File: config.mk
export PLATFORM = sky130hd
export DESIGN_NAME = pbnp_ctrl
export DESIGN_NICKNAME = d
export VERILOG_FILES = /design/src/pbnp_pkg.sv /design/src/pbnp_ctrl.sv
export SDC_FILE = /design/constraint.sdc
export NUM_CORES = 1
export LEC_CHECK = 0
export BUFFER_PORTS_ARGS = -buffer_cell sky130_fd_sc_hd__buf_2
export CAP_MARGIN = 25
export CORE_AREA = 3 3 43 45
export CTS_BUF_LIST = sky130_fd_sc_hd__clkbuf_4
export CTS_CLUSTER_DIAMETER = 150
export DETAILED_ROUTE_END_ITERATION = 8
export DIE_AREA = 0 0 46 48
export PLACE_DENSITY = 0.89
export SLEW_MARGIN = 0
export SYNTH_ARGS = -nofsm -noshare
export SYNTH_HDL_FRONTEND = slang
export SYNTH_SLANG_ARGS = --single-unit
export TNS_END_PERCENT = 1
File: constraint.sdc
create_clock -name clk -period 1.8 [get_ports clk]
set_input_delay 0.18 -clock clk [delete_from_list [all_inputs] [get_ports clk]]
set_output_delay 0.18 -clock clk [all_outputs]
set_load 0.02 [all_outputs]
File: src/pbnp_pkg.sv
// Shared types, constants and the arctangent table for the polar bin nearest point block.
// Used by every module of the block but pbnp_ram; depends on nothing else.
package pbnp_pkg;

	localparam int NUM_RINGS_DEF    = 16;
	localparam int NUM_BINS_DEF     = 90;
	localparam int CORDIC_STEPS_DEF = 16;

	localparam int COORD_W    = 19;
	localparam int DELTA_W    = 20;
	localparam int ANGLE_W    = 25;
	localparam int ATAN_W     = 21;
	localparam int TVAL_W     = 23;
	localparam int SQ_W       = 40;
	localparam int DIST_W     = 41;
	localparam int OP_W       = 2;
	localparam int RING_W     = 4;
	localparam int BIN_W      = 7;
	localparam int CFG_IDX_W  = 2;
	localparam int IN_DATA_W  = 72;
	localparam int OUT_DATA_W = 72;
	localparam int ENTRY_W    = 3 * COORD_W;

	// Angles are in 1/32768 degree: 90 degrees and 180 degrees.
	localparam int HALF_SPAN  = 2949120;
	localparam int FULL_SPAN  = 5898240;
	// FULL_SPAN = 45 * 2^17, so the bin divide is a shift and a divide by 45.
	localparam int SPAN_SHIFT  = 17;
	localparam int SPAN_DIV    = 45;
	localparam int RECIP_SHIFT = 24;
	localparam int RECIP       = ((1 << RECIP_SHIFT) + SPAN_DIV - 1) / SPAN_DIV;
	localparam int RECIP_W     = 19;
	localparam int QUO_W       = 16;

	localparam logic [OP_W-1:0] OP_INSERT = 2'd0;
	localparam logic [OP_W-1:0] OP_READ   = 2'd1;
	localparam logic [OP_W-1:0] OP_CLEAR  = 2'd2;

	localparam logic [CFG_IDX_W-1:0] CFG_ORIGIN_X = 2'd0;
	localparam logic [CFG_IDX_W-1:0] CFG_ORIGIN_Y = 2'd1;
	localparam logic [CFG_IDX_W-1:0] CFG_ORIGIN_Z = 2'd2;

	typedef enum logic [4:0] {
		ST_IDLE, ST_DECODE, ST_CORDIC, ST_SPAN, ST_SCALE, ST_RECIP, ST_INDEX,
		ST_RD_REQ, ST_RD_WAIT, ST_SQ_NX, ST_SQ_NY, ST_SQ_OX, ST_SQ_OY,
		ST_COMPARE, ST_WRITE, ST_CLEAR, ST_RESULT
	} state_t;

	typedef struct packed {
		logic       cap;
		logic       init;
		logic       cord_step;
		logic       span;
		logic       scale;
		logic       recip;
		logic       idx_bin;
		logic       rd;
		logic       ent_cap;
		logic [1:0] sq_sel;
		logic       sq_en;
		logic       compare;
		logic       write;
		logic       clr_wr;
		logic       mark_zero;
		logic       out_load;
	} ctrl_cmd_t;

	typedef struct packed {
		logic [OP_W-1:0] op;
		logic            ring_ok;
		logic            read_ok;
		logic            span_ok;
		logic            cord_last;
		logic            clr_last;
	} ctrl_sts_t;

	// atan(2^-i) in 1/32768 degree, rounded to nearest.
	function automatic logic [ATAN_W-1:0] atan_unit(input logic [4:0] i);
		logic [ATAN_W-1:0] v;
		case (i)
			5'd0:  v = 21'd1474560;
			5'd1:  v = 21'd870484;
			5'd2:  v = 21'd459940;
			5'd3:  v = 21'd233473;
			5'd4:  v = 21'd117189;
			5'd5:  v = 21'd58652;
			5'd6:  v = 21'd29333;
			5'd7:  v = 21'd14667;
			5'd8:  v = 21'd7334;
			5'd9:  v = 21'd3667;
			5'd10: v = 21'd1833;
			5'd11: v = 21'd917;
			5'd12: v = 21'd458;
			5'd13: v = 21'd229;
			5'd14: v = 21'd115;
			5'd15: v = 21'd57;
			5'd16: v = 21'd29;
			5'd17: v = 21'd14;
			5'd18: v = 21'd7;
			5'd19: v = 21'd4;
			5'd20: v = 21'd2;
			5'd21: v = 21'd1;
			default: v = 21'd0;
		endcase
		return v;
	endfunction

endpackage

File: src/pbnp_ctrl.sv
// Controller state machine: sequences decode, CORDIC, binning, store access and result.
// Depends on pbnp_pkg for the state type and the command and status structs.
module pbnp_ctrl (
	input  logic                  clk,
	input  logic                  arst_n,
	input  logic                  s_tvalid,
	output logic                  s_tready,
	output logic                  m_tvalid,
	input  logic                  m_tready,
	input  pbnp_pkg::ctrl_sts_t   sts,
	output pbnp_pkg::ctrl_cmd_t   cmd
);

	pbnp_pkg::state_t state_q, state_nx;
	logic             m_valid_q;
	logic             out_free;

	assign out_free = !m_valid_q || m_tready;
	assign s_tready = (state_q == pbnp_pkg::ST_IDLE);
	assign m_tvalid = m_valid_q;

	always_ff @(posedge clk or negedge arst_n) begin
		if (!arst_n) begin
			state_q   <= pbnp_pkg::ST_IDLE;
			m_valid_q <= 1'b0;
		end else begin
			state_q <= state_nx;
			if (cmd.out_load) begin
				m_valid_q <= 1'b1;
			end else if (m_tready) begin
				m_valid_q <= 1'b0;
			end
		end
	end

	always_comb begin
		state_nx = state_q;
		case (state_q)
			pbnp_pkg::ST_IDLE: begin
				if (s_tvalid) state_nx = pbnp_pkg::ST_DECODE;
			end
			pbnp_pkg::ST_DECODE: begin
				case (sts.op)
					pbnp_pkg::OP_INSERT:
						state_nx = sts.ring_ok ? pbnp_pkg::ST_CORDIC : pbnp_pkg::ST_RESULT;
					pbnp_pkg::OP_READ:
						state_nx = sts.read_ok ? pbnp_pkg::ST_RD_REQ : pbnp_pkg::ST_RESULT;
					pbnp_pkg::OP_CLEAR:
						state_nx = pbnp_pkg::ST_CLEAR;
					default:
						state_nx = pbnp_pkg::ST_RESULT;
				endcase
			end
			pbnp_pkg::ST_CORDIC: begin
				if (sts.cord_last) state_nx = pbnp_pkg::ST_SPAN;
			end
			pbnp_pkg::ST_SPAN:    state_nx = pbnp_pkg::ST_SCALE;
			pbnp_pkg::ST_SCALE:
				state_nx = sts.span_ok ? pbnp_pkg::ST_RECIP : pbnp_pkg::ST_RESULT;
			pbnp_pkg::ST_RECIP:   state_nx = pbnp_pkg::ST_INDEX;
			pbnp_pkg::ST_INDEX:   state_nx = pbnp_pkg::ST_RD_REQ;
			pbnp_pkg::ST_RD_REQ:  state_nx = pbnp_pkg::ST_RD_WAIT;
			pbnp_pkg::ST_RD_WAIT:
				state_nx = (sts.op == pbnp_pkg::OP_READ) ? pbnp_pkg::ST_RESULT
				                                         : pbnp_pkg::ST_SQ_NX;
			pbnp_pkg::ST_SQ_NX:   state_nx = pbnp_pkg::ST_SQ_NY;
			pbnp_pkg::ST_SQ_NY:   state_nx = pbnp_pkg::ST_SQ_OX;
			pbnp_pkg::ST_SQ_OX:   state_nx = pbnp_pkg::ST_SQ_OY;
			pbnp_pkg::ST_SQ_OY:   state_nx = pbnp_pkg::ST_COMPARE;
			pbnp_pkg::ST_COMPARE: state_nx = pbnp_pkg::ST_WRITE;
			pbnp_pkg::ST_WRITE:   state_nx = pbnp_pkg::ST_RESULT;
			pbnp_pkg::ST_CLEAR: begin
				if (sts.clr_last) state_nx = pbnp_pkg::ST_RESULT;
			end
			pbnp_pkg::ST_RESULT: begin
				if (out_free) state_nx = pbnp_pkg::ST_IDLE;
			end
			default: state_nx = pbnp_pkg::ST_IDLE;
		endcase
	end

	always_comb begin
		cmd = '0;
		case (state_q)
			pbnp_pkg::ST_IDLE:    cmd.cap = s_tvalid;
			pbnp_pkg::ST_DECODE: begin
				cmd.init = 1'b1;
				case (sts.op)
					pbnp_pkg::OP_INSERT: cmd.mark_zero = !sts.ring_ok;
					pbnp_pkg::OP_READ:   cmd.mark_zero = !sts.read_ok;
					default:             cmd.mark_zero = 1'b1;
				endcase
			end
			pbnp_pkg::ST_CORDIC:  cmd.cord_step = 1'b1;
			pbnp_pkg::ST_SPAN:    cmd.span = 1'b1;
			pbnp_pkg::ST_SCALE: begin
				cmd.scale     = 1'b1;
				cmd.mark_zero = !sts.span_ok;
			end
			pbnp_pkg::ST_RECIP:   cmd.recip = 1'b1;
			pbnp_pkg::ST_INDEX:   cmd.idx_bin = 1'b1;
			pbnp_pkg::ST_RD_REQ:  cmd.rd = 1'b1;
			pbnp_pkg::ST_RD_WAIT: cmd.ent_cap = 1'b1;
			pbnp_pkg::ST_SQ_NX: begin
				cmd.sq_en  = 1'b1;
				cmd.sq_sel = 2'd0;
			end
			pbnp_pkg::ST_SQ_NY: begin
				cmd.sq_en  = 1'b1;
				cmd.sq_sel = 2'd1;
			end
			pbnp_pkg::ST_SQ_OX: begin
				cmd.sq_en  = 1'b1;
				cmd.sq_sel = 2'd2;
			end
			pbnp_pkg::ST_SQ_OY: begin
				cmd.sq_en  = 1'b1;
				cmd.sq_sel = 2'd3;
			end
			pbnp_pkg::ST_COMPARE: cmd.compare = 1'b1;
			pbnp_pkg::ST_WRITE:   cmd.write = 1'b1;
			pbnp_pkg::ST_CLEAR:   cmd.clr_wr = 1'b1;
			pbnp_pkg::ST_RESULT:  cmd.out_load = out_free;
			default:              cmd = '0;
		endcase
	end

endmodule

==> results by group, run 1 <==
STA
  • Final hold violation count: 0
  • RSZ-0062 raised after global routing: true
  • Final period utilization: 0.974
  • # setup viols final: 0
  • Tmin final: 1.75 ns
  • Max Transition Viols Final: 0
  • Worst slew margin: 0.807
  • Worst Tran Pin Value: 0.288 ns
  • Fmax: 571 MHz
  • Clock skew: 0.00708 ns

Power
  • Cell Pwr Density: 1750 nW/µm²
  • Total power: 1.65 mW
  • Maximum vdd drop: 894 µV
  • Leakage: 0.485 nW

Logic synthesis
  • Synth Register Bits: 6
  • Syn. warnings: 0
  • Main flop type after synthesis: dfrtp_1
  • Netlist cell types: 48
  • EDFF count, synth: 0
  • Synth Net Count: 102
  • Asr flop ratio synth: 1.00
  • Sequential share of the synthesized area: 0.207
  • Post-synthesis cell area: 726 µm²
  • Mean Syn Cell Area: 7.97 µm²
  • Mapped Cells: 91

Detailed routing
  • Remaining antenna violation count: 0
  • Detailed Route Iter0 Violations: 22
  • Vias per cell: 6.01
  • Drt first pass iters: 4
  • Drt drc: 0
  • Via count: 836
  • DR WL/cell: 15.0 µm
  • WL final: 2090 µm

Global routing
  • Tot GR Track Use: 0.214
  • First-pass GRT wire length: 3330 µm
  • Vias in the first global route: 747
  • GRT overflow: 0
  • GRT Max-Usage Layer: met2
  • Largest net degree at the start of global routing: 13
  • Initial antenna violation count: 0
  • Met1 Track Usage GR: 0.266
  • Met3 usage: 0.0639
  • Met2 global-route usage: 0.321

Floorplanning
  • Full die area: 2210 µm²
  • Die Width: 46 µm
  • Core area: 1510 µm²
  • Ports: 30
  • Initial Utilization: 0.482
  • Row count: 14
  • Die Ht: 48 µm

Clock network
  • Insertion delay to the later sink of the worst-skew pair: 0.25 ns
  • CTS max path bufs: 2
  • CTS tree: built
  • CTS sink cnt: 6
  • Inserted Clock Buffers: 3
  • Clock transition at the registers of the reported paths: 0.05 ns
  • Root Driver: clkbuf_4
  • # Post-CTS Setup Buffers: 0
  • Max H-tree Level: 1

Worst setup path
  • CP endpoint kind: primary output
  • RR Endpoint: state_q[4]
  • Crit Path Class: reg2out
  • Crit path DAT: 1.57 ns
  • Reg2Reg Depth: 5
  • CP required: 1.62 ns
  • Critical-path maximum fanout: 8
  • FF-to-FF Start: state_q[0]
  • R2R Setup Slk: 0.24 ns
  • Startpoint types: flop
  • Critical path startpoint: state_q[4]

Placement
  • RePlAce Congestion: 0.885
  • Port Buffers: 29
  • DP HPWL: 1560 µm
  • Placed Instances: 135

Finish
  • Most frequent cells in the layout: buf_2, nor2_1, nor3_1
  • Fin nets: 136
  • Most common cell after layout, fill and taps aside: buf_2
  • Share of cells above drive strength 1: 0.455
  • Antenna diodes: 0
  • Fin cells: 139
  • Synthesis-to-finish area growth: 30.2%

Hold path
  • Hold EP: state_q[2]
  • Hold depth: 3
  • Hold wc startpoint: sts[2]
  • Hold Crit Class: in2reg

Job
  • Max Cap Viol: 0

Outcome
  • Status: finished clean
==> worst max path at each step <==
stage	end	cells after the start	slack, ns
CTS	cmd[1]	5	0.002
finish	cmd[1]	5	0.05
detailed placement	cmd[1]	5	0.19
global route	cmd[1]	5	-0.008
floorplan	cmd[1]	5	0.22
global placement	state_q[4]	5	0.25
==> repair_timing <==
item | in CTS | in global routing
hold endpoints to repair | 6 | 0
pin swaps | 0 | 0
endpoints found under the setup margin | 1 | 7
gates cloned | 0 | 0
hold buffers | 1 | 0
resized for setup | 4 | 6
==> stage by stage <==
| stage | hold slack [ns] | setup slack, ns | cell area [µm²] | util | TNS [ns] |
|---|---|---|---|---|---|
| global route | 0.250 | -0.00827 | 945 | 0.627 | -0.00827 |
| global placement | 0.00632 | 0.250 | 882 | 0.586 | 0 |
| floorplan | -0.116 | 0.222 | 726 | - | 0 |
| finish | 0.227 | 0.0477 | 945 | 0.627 | 0 |
| detailed placement | 0.00530 | 0.188 | 882 | 0.586 | 0 |
| CTS | 0.217 | 0.00150 | 928 | 0.616 | 0 |
==> layer usage <==
layer / up-vias / share of wire
met5: - / 0
met2: 52 / 0.50
met4: 0 / 0.017
li1: 400 / -
met1: 380 / 0.40
met3: 4 / 0.081
==> area by class of cell <==
| type | instances | area, µm² |
|---|---|---|
| clock buffer | 3 | 22.5 |
| fill | 132 | 562 |
| inverter | 3 | 11.3 |
| multi-input combinational | 77 | 549 |
| sequential | 6 | 156 |
| tap | 16 | 20.0 |
| timing repair buffer | 34 | 185 |
==> worst max-delay path, stage by stage (launching register included) <==
cell and delay [ns]:
dfrtp_2 0.47, or2b_2 0.38, nor2b_4 0.16, nand2b_1 0.07, o21ai_0 0.07, buf_2 0.19
==> logic make-up after synthesis <==
group / share of synthesized area
and+or+nand+nor: 0.424
AOI/OAI and AO/OA: 0.247
buffers and inverters: 0.0690
DFF: 0.207
xor gates and xnor gates: 0.0241
muxes: 0.0293
==> state kept, by name, summed over array words and instances (netlist names) <==
| register | cells |
|---|---|
| state_q | 5 |
| m_tvalid | 1 |
==> synthesized netlist by cell type, types with 2 or more instances <==
cell type / number / share of area
a22oi_1: 2 / 0.021
nor3_1: 8 / 0.055
buf_4: 3 / 0.031
nor2_1: 12 / 0.062
o221ai_1: 2 / 0.024
dfrtp_1: 6 / 0.21
nand2b_1: 6 / 0.052
nor2b_1: 2 / 0.017
a21oi_1: 4 / 0.028
nand2_1: 6 / 0.031
inv_1: 3 / 0.016
==> power by group <==
| group | switching [mW] | internal (mW) |
|---|---|---|
| combinational | 0.678 | 0.491 |
| clock | 0.0506 | 0.0755 |
| sequential | 0.149 | 0.206 |
| total | 0.877 | 0.772 |
(Power assumes the default switching activity.)
==> inputs of run 2 (changes only) <==
--- a/config.mk
+++ b/config.mk
@@ -7,11 +7,11 @@
 export LEC_CHECK = 0
 export BUFFER_PORTS_ARGS = -buffer_cell sky130_fd_sc_hd__buf_2
 export CAP_MARGIN = 25
-export CORE_AREA = 3 3 43 45
+export CORE_AREA = 2 2 42 44
 export CTS_BUF_LIST = sky130_fd_sc_hd__clkbuf_4
 export CTS_CLUSTER_DIAMETER = 150
 export DETAILED_ROUTE_END_ITERATION = 8
-export DIE_AREA = 0 0 46 48
+export DIE_AREA = 0 0 44 46
 export PLACE_DENSITY = 0.89
 export SLEW_MARGIN = 0
 export SYNTH_ARGS = -nofsm -noshare
==> constraint.sdc (replaced) <==
create_clock -name clk -period 1.75 [get_ports clk]
set_input_delay 0.175 -clock clk [delete_from_list [all_inputs] [get_ports clk]]
set_output_delay 0.175 -clock clk [all_outputs]
set_load 0.02 [all_outputs]
==> run 2 against run 1 <==
Sequential cell count is the same. Sequential power is essentially flat. Sequential share of layout area shrank 0.45 points. Total power grew 7.5%. Combinational power grew 10%. Hold slack gained 0.0017 ns. Utilization shrank 2.6 points. Critical path type unchanged. Critical endpoint is now cmd[14]. Largest power group unchanged. Highest routed layer unchanged.
==> results by group, run 2 (synthesized netlist as in run 1, its figures left out) <==
Worst setup path
  • CP endpoint kind: primary output
  • R2R Setup Slk: 0.24 ns (about the same)
  • Crit Path Class: reg2out
  • FF-to-FF Start: state_q[1]
  • Reg2Reg Depth: 4 (-1)
  • Startpoint types: flop
  • CP required: 1.57 ns (-0.05 ns)
  • Crit path DAT: 1.55 ns (-0.02 ns)
  • Critical path startpoint: state_q[2]
  • Critical-path maximum fanout: 6 (-2)

Placement
  • DP HPWL: 1650 µm (+5.8%)
  • Pre-CTS WS: 0.116 ns (-0.0718 ns)
  • RePlAce Congestion: 0.934 (+5.5%)
  • Port Buffers: 29 (unchanged)
  • Placed Instances: 136 (+0.74%)

Global routing
  • Initial antenna violation count: 0 (unchanged)
  • Largest net degree at the start of global routing: 13 (unchanged)
  • Tot GR Track Use: 0.228 (+0.0134)
  • Vias in the first global route: 738 (-1.2%)
  • First-pass GRT wire length: 3340 µm (+0.21%)
  • GRT overflow: 0 (unchanged)

Finish
  • Reg area: 156 µm² (unchanged)
  • Most frequent cells in the layout: buf_2, nor2_1
  • Most common cell after layout, fill and taps aside: buf_2
  • Fin cells: 142 (+2.2%)
  • Antenna diodes: 0 (unchanged)
  • Most flops, register: state_q
  • Multi-input gate area: 559 µm² (+1.8%)
  • Filler instances: 143 (+8.3%)
  • Max reg flops: 5 (unchanged)
  • Fin nets: 138 (+1.5%)
  • Share of cells above drive strength 1: 0.480 (+0.0247)
  • Synthesis-to-finish area growth: 33.8%

Hold path
  • Hold wc startpoint: sts[1]
  • Hold Crit Class: in2reg
  • Hold depth: 3 (unchanged)

Clock network
  • CTS tree: built
  • Max H-tree Level: 1 (unchanged)
  • Insertion delay to the later sink of the worst-skew pair: 0.25 ns (about the same)
  • CTS sink cnt: 6 (unchanged)
  • Root Driver: clkbuf_4
  • Clock transition at the registers of the reported paths: 0.05 ns (about the same)
  • CTS max path bufs: 2 (unchanged)
  • Inserted Clock Buffers: 3 (unchanged)

Detailed routing
  • DR WL/cell: 16.0 µm (+6.8%)
  • Drt first pass iters: 4 (unchanged)
  • Drt drc: 0 (unchanged)
  • WL final: 2280 µm (+9.1%)
  • Via count: 866 (+3.6%)
  • Detailed Route Iter0 Violations: 36 (+64%)
  • Remaining antenna violation count: 0 (unchanged)
  • Vias per cell: 6.10 (+1.4%)

Power
  • Total power: 1.77 mW (+7.5%)
  • Leakage: 0.499 nW (+2.8%)
  • Cell Pwr Density: 1830 nW/µm² (+4.6%)
  • Maximum vdd drop: 1080 µV (+21%)

STA
  • Final period utilization: 0.983
  • Setup ws final: 0.0295 ns (-0.0182 ns)
  • Tmin final: 1.72 ns
  • Worst slew margin: 0.766 (-0.0414)
  • Clock skew: 0.0103 ns (+0.00322 ns)
  • Max Transition Viols Final: 0 (unchanged)
  • Worst Tran Pin Value: 0.350 ns (+0.0618 ns)
  • # setup viols final: 0 (unchanged)
  • WHS: 0.229 ns (+0.00166 ns)
  • Final hold violation count: 0 (unchanged)
  • Fin Setup TNS: 0 ns (unchanged)
  • Fmax: 581 MHz

Floorplanning
  • Core area: 1610 µm² (+7.1%)
  • Row count: 15 (+1)
  • Die Width: 44 µm (-4.3%)
  • Ports: 30 (unchanged)
  • Full die area: 2020 µm² (-8.3%)
  • Initial Utilization: 0.450 (-0.0321)
  • Die Ht: 46 µm (-4.2%)

Outcome
  • Status: finished clean

Job
  • Max Cap Viol: 0 (unchanged)
==> run 2: path summary, 6_finish.rpt <==
check | to
setup / recovery | cmd[14]
hold / removal | state_q[1]
setup reg to reg | state_q[3]
hold reg to reg | m_tvalid
max in group asynchronous | state_q[4]
min in group asynchronous | state_q[1]
==> run 2: metal layers <==
| metal | vias to the layer above | GRT usage | share of wire |
|---|---|---|---|
| met1 | 397 | 0.272 | 0.39 |
| met2 | 58 | 0.391 | 0.49 |
| li1 | 402 | - | - |
| met3 | 9 | 0.0556 | 0.090 |
| met5 | - | 0 | 0 |
| met4 | 0 | 0.0909 | 0.030 |
==> run 2: final cells by class <==
class | count | area share
clock buffers | 3 | 0.0232
inverters | 3 | 0.0116
multi-input cells | 77 | 0.576
flip-flops and latches | 6 | 0.161
well taps | 17 | 0.0219
repair buffers | 36 | 0.206
==> run 2: through the flow <==
| stage | cell area, µm² | util |
|---|---|---|
| 4_1_cts | 940 | 0.582 |
| 2_1_floorplan | 726 | - |
| 3_5_place_dp | 883 | 0.547 |
| 3_3_place_gp | 883 | 0.547 |
| 6_report | 971 | 0.602 |
| 5_1_grt | 971 | 0.602 |
==> run 2: timing repair <==
item	CTS	global route
pin swaps	0	1
setup buffers	0	2
hold buffers	1	0
endpoints found under the setup margin	4	3
endpoints found under the hold margin	6	0
resized for setup	8	7
==> run 2: where the power goes <==
group	switching (mW)	total [mW]	internal (mW)	leakage (nW)
logic	0.749	1.29	0.540	0.413
clock network	0.0522	0.130	0.0777	0.0138
registers	0.142	0.354	0.212	0.0715
==> run 2: critical path, cell delays in order, from the launching register on <==
cell     delay, ns
dfrtp_2       0.42
buf_4         0.17
or2_4         0.26
nor3_2        0.24
buf_2         0.21
